$ cat config.mk
export PLATFORM = sky130hd
export DESIGN_NAME = slcs_div
export DESIGN_NICKNAME = d
export VERILOG_FILES = /design/src/rtl/core/segment_line_classify_split_top_assert.svh /design/src/rtl/core/slcs_pkg.sv /design/src/rtl/core/slcs_div.sv
export SDC_FILE = /design/constraint.sdc
export NUM_CORES = 2
export LEC_CHECK = 0
export ABC_AREA = 1
export BUFFER_PORTS_ARGS = -buffer_cell sky130_fd_sc_hd__buf_2
export CAP_MARGIN = 20
export CORE_MARGIN = 1
export CORE_UTILIZATION = 54
export CTS_BUF_LIST = sky130_fd_sc_hd__clkbuf_2 sky130_fd_sc_hd__clkbuf_4 sky130_fd_sc_hd__clkbuf_8
export DETAILED_ROUTE_END_ITERATION = 7
export PLACE_DENSITY_LB_ADDON = 0.3
export SLEW_MARGIN = 20
export SYNTH_ARGS = -nofsm -noshare
export SYNTH_HDL_FRONTEND = slang
export SYNTH_SLANG_ARGS = --single-unit
$ cat constraint.sdc
create_clock -name i_clk -period 4.86 [get_ports i_clk]
set_input_delay 0.729 -clock i_clk [delete_from_list [all_inputs] [get_ports i_clk]]
set_output_delay 0.729 -clock i_clk [all_outputs]
set_load 0.02 [all_outputs]
$ cat src/rtl/core/segment_line_classify_split_top_assert.svh
// assertion macros for the segment line classify and split block
// no dependencies; included by the top level only
`ifndef SEGMENT_LINE_CLASSIFY_SPLIT_TOP_ASSERT_SVH
`define SEGMENT_LINE_CLASSIFY_SPLIT_TOP_ASSERT_SVH

// same-cycle implication, disabled during reset
`define SLCS_ASSERT_SAME(lbl, clk, rst_n, ante, cons, msg) \
    lbl: assert property (@(posedge clk) disable iff (!rst_n) (ante) |-> (cons)) \
        else $error(msg);

// next-cycle implication, disabled during reset
`define SLCS_ASSERT_NEXT(lbl, clk, rst_n, ante, cons, msg) \
    lbl: assert property (@(posedge clk) disable iff (!rst_n) (ante) |=> (cons)) \
        else $error(msg);

`endif

$ cat src/rtl/core/slcs_pkg.sv
// shared widths, codes, stage map and payload types of the segment classifier
// no dependencies; used by the interfaces, the divider and the top level
package slcs_pkg;

    // field widths
    localparam int COORD_W    = 16;
    localparam int NORM_W     = 16;
    localparam int OFFS_W     = 32;
    localparam int THK_W      = 20;
    localparam int CFG_IDX_W  = 2;
    localparam int CFG_DATA_W = 32;

    // datapath widths
    localparam int PROD_W   = 32;   // normal times coordinate
    localparam int DIST_W   = 34;   // signed distance
    localparam int DIFF_W   = 35;   // distance difference
    localparam int DENM_W   = 34;   // magnitude of distance difference
    localparam int D1M_W    = 33;   // magnitude of end distance
    localparam int DCD_W    = COORD_W + 1;   // coordinate difference
    localparam int DCM_W    = 16;   // magnitude of coordinate difference
    localparam int PP_SPLIT = 17;   // low slice of end distance magnitude
    localparam int PPLO_W   = DCM_W + PP_SPLIT;
    localparam int PPHI_W   = DCM_W + D1M_W - PP_SPLIT;
    localparam int AN_W     = 49;   // product magnitude
    localparam int NUM_W    = 50;   // rounded dividend
    localparam int DEN_W    = 35;   // doubled divisor
    localparam int QUO_W    = 16;   // quotient bits, one per divider stage

    // stage map
    localparam int ST_PROD = 0;
    localparam int ST_SUM  = 1;
    localparam int ST_CLS  = 2;
    localparam int ST_PP   = 3;
    localparam int ST_ND   = 4;
    localparam int ST_DIV0 = 5;
    localparam int NST     = ST_DIV0 + QUO_W + 1;

    // register reset values
    localparam logic signed [NORM_W-1:0] NORMAL_X_RST    = 16'sd16384;
    localparam logic signed [NORM_W-1:0] NORMAL_Y_RST    = 16'sd0;
    localparam logic signed [OFFS_W-1:0] LINE_OFFSET_RST = 32'sd0;
    localparam logic [THK_W-1:0]         THICKNESS_RST   = 20'd4194;

    typedef enum logic [1:0] {
        CODE_FRONT = 2'd0,
        CODE_BACK  = 2'd1,
        CODE_ON    = 2'd2,
        CODE_CUT   = 2'd3
    } t_side_code;

    typedef enum logic [CFG_IDX_W-1:0] {
        CFG_NORMAL_X    = 2'd0,
        CFG_NORMAL_Y    = 2'd1,
        CFG_LINE_OFFSET = 2'd2,
        CFG_THICKNESS   = 2'd3
    } t_cfg_idx;

    typedef struct packed {
        logic signed [COORD_W-1:0] x0;
        logic signed [COORD_W-1:0] y0;
        logic signed [COORD_W-1:0] x1;
        logic signed [COORD_W-1:0] y1;
    } t_seg;

    typedef struct packed {
        t_side_code code;
        logic       start_front;
        logic       neg_x;
        logic       neg_y;
        t_seg       seg;
    } t_side;

    typedef struct packed {
        t_side_code code;
        t_seg       kept;
        t_seg       piece;
    } t_res;

endpackage

$ cat src/rtl/core/slcs_div.sv
// pipelined restoring divider, one quotient bit per stage, no reset needed
// depends on slcs_pkg; stage enables come from the top level flow control
module slcs_div (
    input  logic                         i_clk,
    input  logic [slcs_pkg::QUO_W-1:0]   i_en,
    input  logic [slcs_pkg::NUM_W-1:0]   i_num,
    input  logic [slcs_pkg::DEN_W-1:0]   i_den,
    output logic [slcs_pkg::QUO_W-1:0]   o_quo
);

    logic [slcs_pkg::NUM_W-1:0] r_rem [slcs_pkg::QUO_W-1];
    logic [slcs_pkg::DEN_W-1:0] r_den [slcs_pkg::QUO_W-1];
    logic [slcs_pkg::QUO_W-1:0] r_quo [slcs_pkg::QUO_W];

    for (genvar j = 0; j < slcs_pkg::QUO_W; j++) begin : g_step
        logic [slcs_pkg::NUM_W-1:0] w_rem_in;
        logic [slcs_pkg::NUM_W-1:0] w_dsh;
        logic [slcs_pkg::DEN_W-1:0] w_den_in;
        logic [slcs_pkg::QUO_W-1:0] w_quo_in;
        logic                       w_bit;

        // operands from the input or the previous stage
        if (j == 0) begin : g_first
            assign w_rem_in = i_num;
            assign w_den_in = i_den;
            assign w_quo_in = '0;
        end else begin : g_next
            assign w_rem_in = r_rem[j-1];
            assign w_den_in = r_den[j-1];
            assign w_quo_in = r_quo[j-1];
        end

        // trial subtract of the divisor aligned to this quotient bit
        assign w_dsh = slcs_pkg::NUM_W'(w_den_in) << (slcs_pkg::QUO_W - 1 - j);
        assign w_bit = (w_rem_in >= w_dsh);

        always_ff @(posedge i_clk) begin
            if (i_en[j]) begin
                r_quo[j] <= {w_quo_in[slcs_pkg::QUO_W-2:0], w_bit};
            end
        end

        // the last stage keeps only the quotient
        if (j < slcs_pkg::QUO_W - 1) begin : g_keep
            always_ff @(posedge i_clk) begin
                if (i_en[j]) begin
                    r_rem[j] <= w_bit ? (w_rem_in - w_dsh) : w_rem_in;
                    r_den[j] <= w_den_in;
                end
            end
        end
    end

    assign o_quo = r_quo[slcs_pkg::QUO_W-1];

endmodule

=== Word-level counts from Yosys, hierarchy flattened ===
Memories as Yosys holds them, arrays and structs flattened.
Index checks and enable logic that the tools add are counted.
Widths: inputs -> output; s select.

* $add $sub $neg: 15
* Order comparisons: 16
* Multiplexer cells: 47

{| class="wikitable"
|+ Operators by type and width
! cell !! number
|-
| $mux 50 || 15
|-
| $ge 50x35->1 || 1
|-
| $ge 50x36->1 || 1
|-
| $ge 50x37->1 || 1
|-
| $ge 50x38->1 || 1
|-
| $ge 50x39->1 || 1
|-
| $ge 50x40->1 || 1
|-
| $ge 50x41->1 || 1
|-
| $ge 50x42->1 || 1
|-
| $ge 50x43->1 || 1
|-
| $ge 50x44->1 || 1
|-
| $ge 50x45->1 || 1
|-
| $ge 50x46->1 || 1
|-
| $ge 50x47->1 || 1
|-
| $ge 50x48->1 || 1
|-
| $ge 50x49->1 || 1
|-
| $ge 50x50->1 || 1
|-
| $sub 50x36->50 || 1
|-
| $sub 50x37->50 || 1
|-
| $sub 50x38->50 || 1
|-
| $sub 50x39->50 || 1
|-
| $sub 50x40->50 || 1
|-
| $sub 50x41->50 || 1
|-
| $sub 50x42->50 || 1
|-
| other kinds (9) || 40
|}

* Register bits after elaboration: 0
* Bits in writable memories: 1531
* Input port bits: 102
* Output and inout bits: 16
* Word-level logic and storage cells: 81
* Memories: 3

{| class="wikitable"
|+ Memories
! name !! depth !! bits a word !! read ports !! clocked after Yosys merged registers in !! wr ports !! line !! text
|-
| r_rem || 15 || 50 || 15 || 0 || 15 || slcs_div.sv:11 || <nowiki>logic [slcs_pkg::NUM_W-1:0] r_rem [slcs_pkg::QUO_W-1];</nowiki>
|-
| r_den || 15 || 35 || 15 || 0 || 15 || slcs_div.sv:12 || <nowiki>logic [slcs_pkg::DEN_W-1:0] r_den [slcs_pkg::QUO_W-1];</nowiki>
|-
| r_quo || 16 || 16 || 16 || 0 || 16 || slcs_div.sv:13 || <nowiki>logic [slcs_pkg::QUO_W-1:0] r_quo [slcs_pkg::QUO_W];</nowiki>
|}

=== Depth between registers and ports, before layout ===
An unclocked memory read counts as a cell.

* Word-level depth: 3
* Mapped depth: 17
* Gate-level depth less buffers: 16

=== Least setup slack after synthesis ===
No wires, ideal clock.

* Kind: input to register
* From: input i_den[26] in the netlist's numbering
* To: memory r_rem[0][32] in the netlist's numbering, data pin
* Library setup time: 0.252 ns
* Arrival time: 2.200 ns
* Data required time: 4.608 ns
* Path slack: 2.408 ns
* Stages on the path: 14
* Path buffers: 2
* Cells stage by stage: inv_1 > ha_1 > a21oi_1 > inv_1 > a21oi_1 > nand2_1 > a21oi_1 > nand2_1 > nand2_1 > nand2_2 > buf_6 > buf_6 > nand2_1 > nand2_1

{| class="wikitable"
|+ RTL lines
! what !! line !! text
|-
| start: declaration || slcs_div.sv:7 || <nowiki>input logic [slcs_pkg::DEN_W-1:0] i_den,</nowiki>
|-
| end: declaration || slcs_div.sv:11 ||
|}

==> impl_metrics.json <==
{
  "startpoint": "r_rem[1][6]",
  "start_util": 0.545,
  "gp_congestion": 1.03,
  "synthTopCellsByCount": "nand2_1, inv_1, edfxtp_1, nor2_1, nand3_1",
  "cts_tree": "yes",
  "nFillCells": 17700,
  "crit_required_ns": 5.58,
  "synthFlopType": "edfxtp_1",
  "hold_viol_final": 0,
  "clk_pin_slew_worst_paths_ns": 0.07,
  "rr_worst_depth": 14,
  "num_vias": 91400,
  "numCtsBuffers": 239,
  "slew_headroom": 0.270,
  "synth_top_family_by_area": "simple AND/OR/NAND/NOR gates",
  "dr.pass1.iters": 8,
  "antenna_found_initial": 10,
  "peakVddDrop_mv": 0.304,
  "r2r-end": "r_rem[1][95]",
  "hp-class": "in -> reg",
  "synth_xor_area_frac": 0.0241,
  "drtAntennaViolNets": 0,
  "die_w_um": 435,
  "period_share": 0.725,
  "yosys.area_share.simple": 0.333,
  "grt_pass1_wl_um": 509000,
  "clock-root-buffer": "clkbuf_8",
  "async_flop_share": 0,
  "synthTopCellsByArea": "edfxtp_1, nand2_1, inv_1, ha_1, nor2_1",
  "synth_adder_area_share": 0.0722,
  "synth-seq-area-share": 0.419,
  "postRouteWirelength_um": 343000,
  "cts_resized": 0,
  "clock_path_buffers": 3,
  "startpoint_type": "register",
  "worst_pin_slew_ns": 1.09,
  "synth-edff-count": 1411,
  "port_buffers": 117,
  "arrival_ns": 4.25,
  "yosysWarnings": 0,
  "rrSetupSlack_ns": 1.34,
  "synth_most_common_cell": "nand2_1",
  "max_cap_violations": 0,
  "cts_setup_buffers": 0,
  "crit_path_end": "r_rem[1][95]",
  "grt_max_degree": 76,
  "yosysTopAreaCell": "edfxtp_1",
  "setup_violations": 0,
  "cellPowerDensity_nw_per_um2": 574,
  "drc_errors": 0,
  "pre_cts_ws_ns": 1.38,
  "end_kind": "register",
  "period_minus_slack_ns": 3.52,
  "rsz0062_at_grt": "false",
  "drtIter0Drc": 11000,
  "cts_hold_buf": 69,
  "grt.total_usage": 0.355,
  "grt-ovfl-total": 0,
  "fp.dieH_um": 435,
  "fin_skew_ns": 0.0565,
  "dp.final_hpwl_um": 279000,
  "synth_nets": 14900,
  "clock_latency_ns": 1.05,
  "fin_nets": 15200,
  "htreeDepth": 4,
  "core_um2": 186000,
  "clock_sinks": 1411,
  "io_pins": 118,
  "synth_mux_area_frac": 0,
  "p_leak_nw": 56.8,
  "rows": 158,
  "wl_per_cell_um": 19.9,
  "synth_compound_area_frac": 0.0371,
  "syn_inst": 14200,
  "synth_seq_cells": 1411,
  "synth.avg_cell_area_um2": 7.13,
  "path_class": "reg -> reg",
  "status": "completed",
  "via_per_inst": 5.31,
  "layout_setup_ws_ns": 1.34,
  "die_area_um2": 189000,
  "synth.cell_area_um2": 101000,
  "yosysUniqueCellTypes": 48,
  "setup_tns_ns": 0,
  "drive_above_1_share": 0.0511,
  "yosys.area.top_type_share": 0.419,
  "fmax_mhz": 284,
  "r2r-start": "r_rem[1][6]",
  "syn_to_final_growth_pct": 9.00,
  "first_global_vias": 82800,
  "path_max_fanout": 40,
  "drv_slew": 0
}
layout make-up:
type,count,area [µm²],share of cell area
sequential,1411,42400,0.384
multi-input combinational,9822,47200,0.428
clock buffer,275,3560,0.0323
timing repair buffer,225,1620,0.0147
clock inverter,167,1810,0.0164
inverter,2834,10600,0.0964
antenna,5,12.5,0.000113
tap,2480,3100,0.0281
power by group:
part / internal [W] / total, W / leakage (nW) / switching (W)
Sequential: 0.0174 / 0.0202 / 13.7 / 0.00273
Clock: 0.00675 / 0.0123 / 2.75 / 0.00557
Combinational: 0.00965 / 0.0308 / 40.4 / 0.0212
Total: 0.0338 / 0.0633 / 56.8 / 0.0295
logic make-up after synthesis:
logic type | Yosys count
fa+ha+maj | 575
xor+xnor | 279
compound gates | 699
simple gates | 8269
flops | 1411
buf+inv | 2952
registers in the layout, summed over array words and instances, names as in the netlist:
register and cells:
r_quo 136, r_rem 750, r_den 525
critical path: stages (launching register included):
cell and delay (ns):
edfxtp_1 0.37, inv_1 0.08, ha_1 0.14, inv_1 0.07, fa_1 0.45, nand3_1 0.11, nand3_1 0.15, nand3_1 0.11
nand3b_1 0.17, nand2_1 0.15, nand2_1 0.11, nand2_2 0.12, nand2_4 0.31, inv_2 0.77, a21oi_1 0.12
metrics by stage:
step           power, W  hold WS [ns]  cell area, µm²  instances  utilization
2_1_floorplan    0.0402         0.400          101000      14200            -
3_3_place_gp     0.0501         0.401          104000      16700        0.561
3_5_place_dp     0.0502         0.405          104000      16700        0.561
4_1_cts          0.0626      0.000475          110000      17200        0.594
5_1_grt          0.0676        0.0299          110000      17200        0.594
6_report         0.0633        0.0753          110000      17200        0.594
cells in the final DEF, fill, tap and decap left out, types with 104 or more instances in the layout:
master    count
edfxtp_1   1411
nand3b_1    123
clkbuf_8    239
nand4_1     160
xor2_1      273
o21ai_0     106
nand3_1     738
a21oi_1     502
nand2_1    5830
ha_1        560
inv_1      2799
nor3_1      104
nor2_1     1120
routing by layer:
metal | global-route usage | vias to the layer above | share of wire
met5 | 0 | - | 0.00011
met4 | 0.112 | 6 | 0.034
met3 | 0.0554 | 583 | 0.093
met2 | 0.546 | 4287 | 0.44
met1 | 0.512 | 41700 | 0.44
li1 | - | 44900 | -
worst min-delay path by stage:
stage	startpoint	end	slack, ns	cells past startpoint
CTS	i_num[28]	r_rem[0][28]	0.0005	3
detailed placement	r_quo[8][6]	r_quo[9][7]	0.40	0
global placement	r_quo[6][2]	r_quo[7][3]	0.40	0
floorplan	r_quo[9][9]	r_quo[10][10]	0.40	0
global route	i_num[27]	r_rem[0][27]	0.03	3
finish	i_num[47]	r_rem[0][47]	0.08	3
No activity file was read; power rests on OpenSTA's default activity.
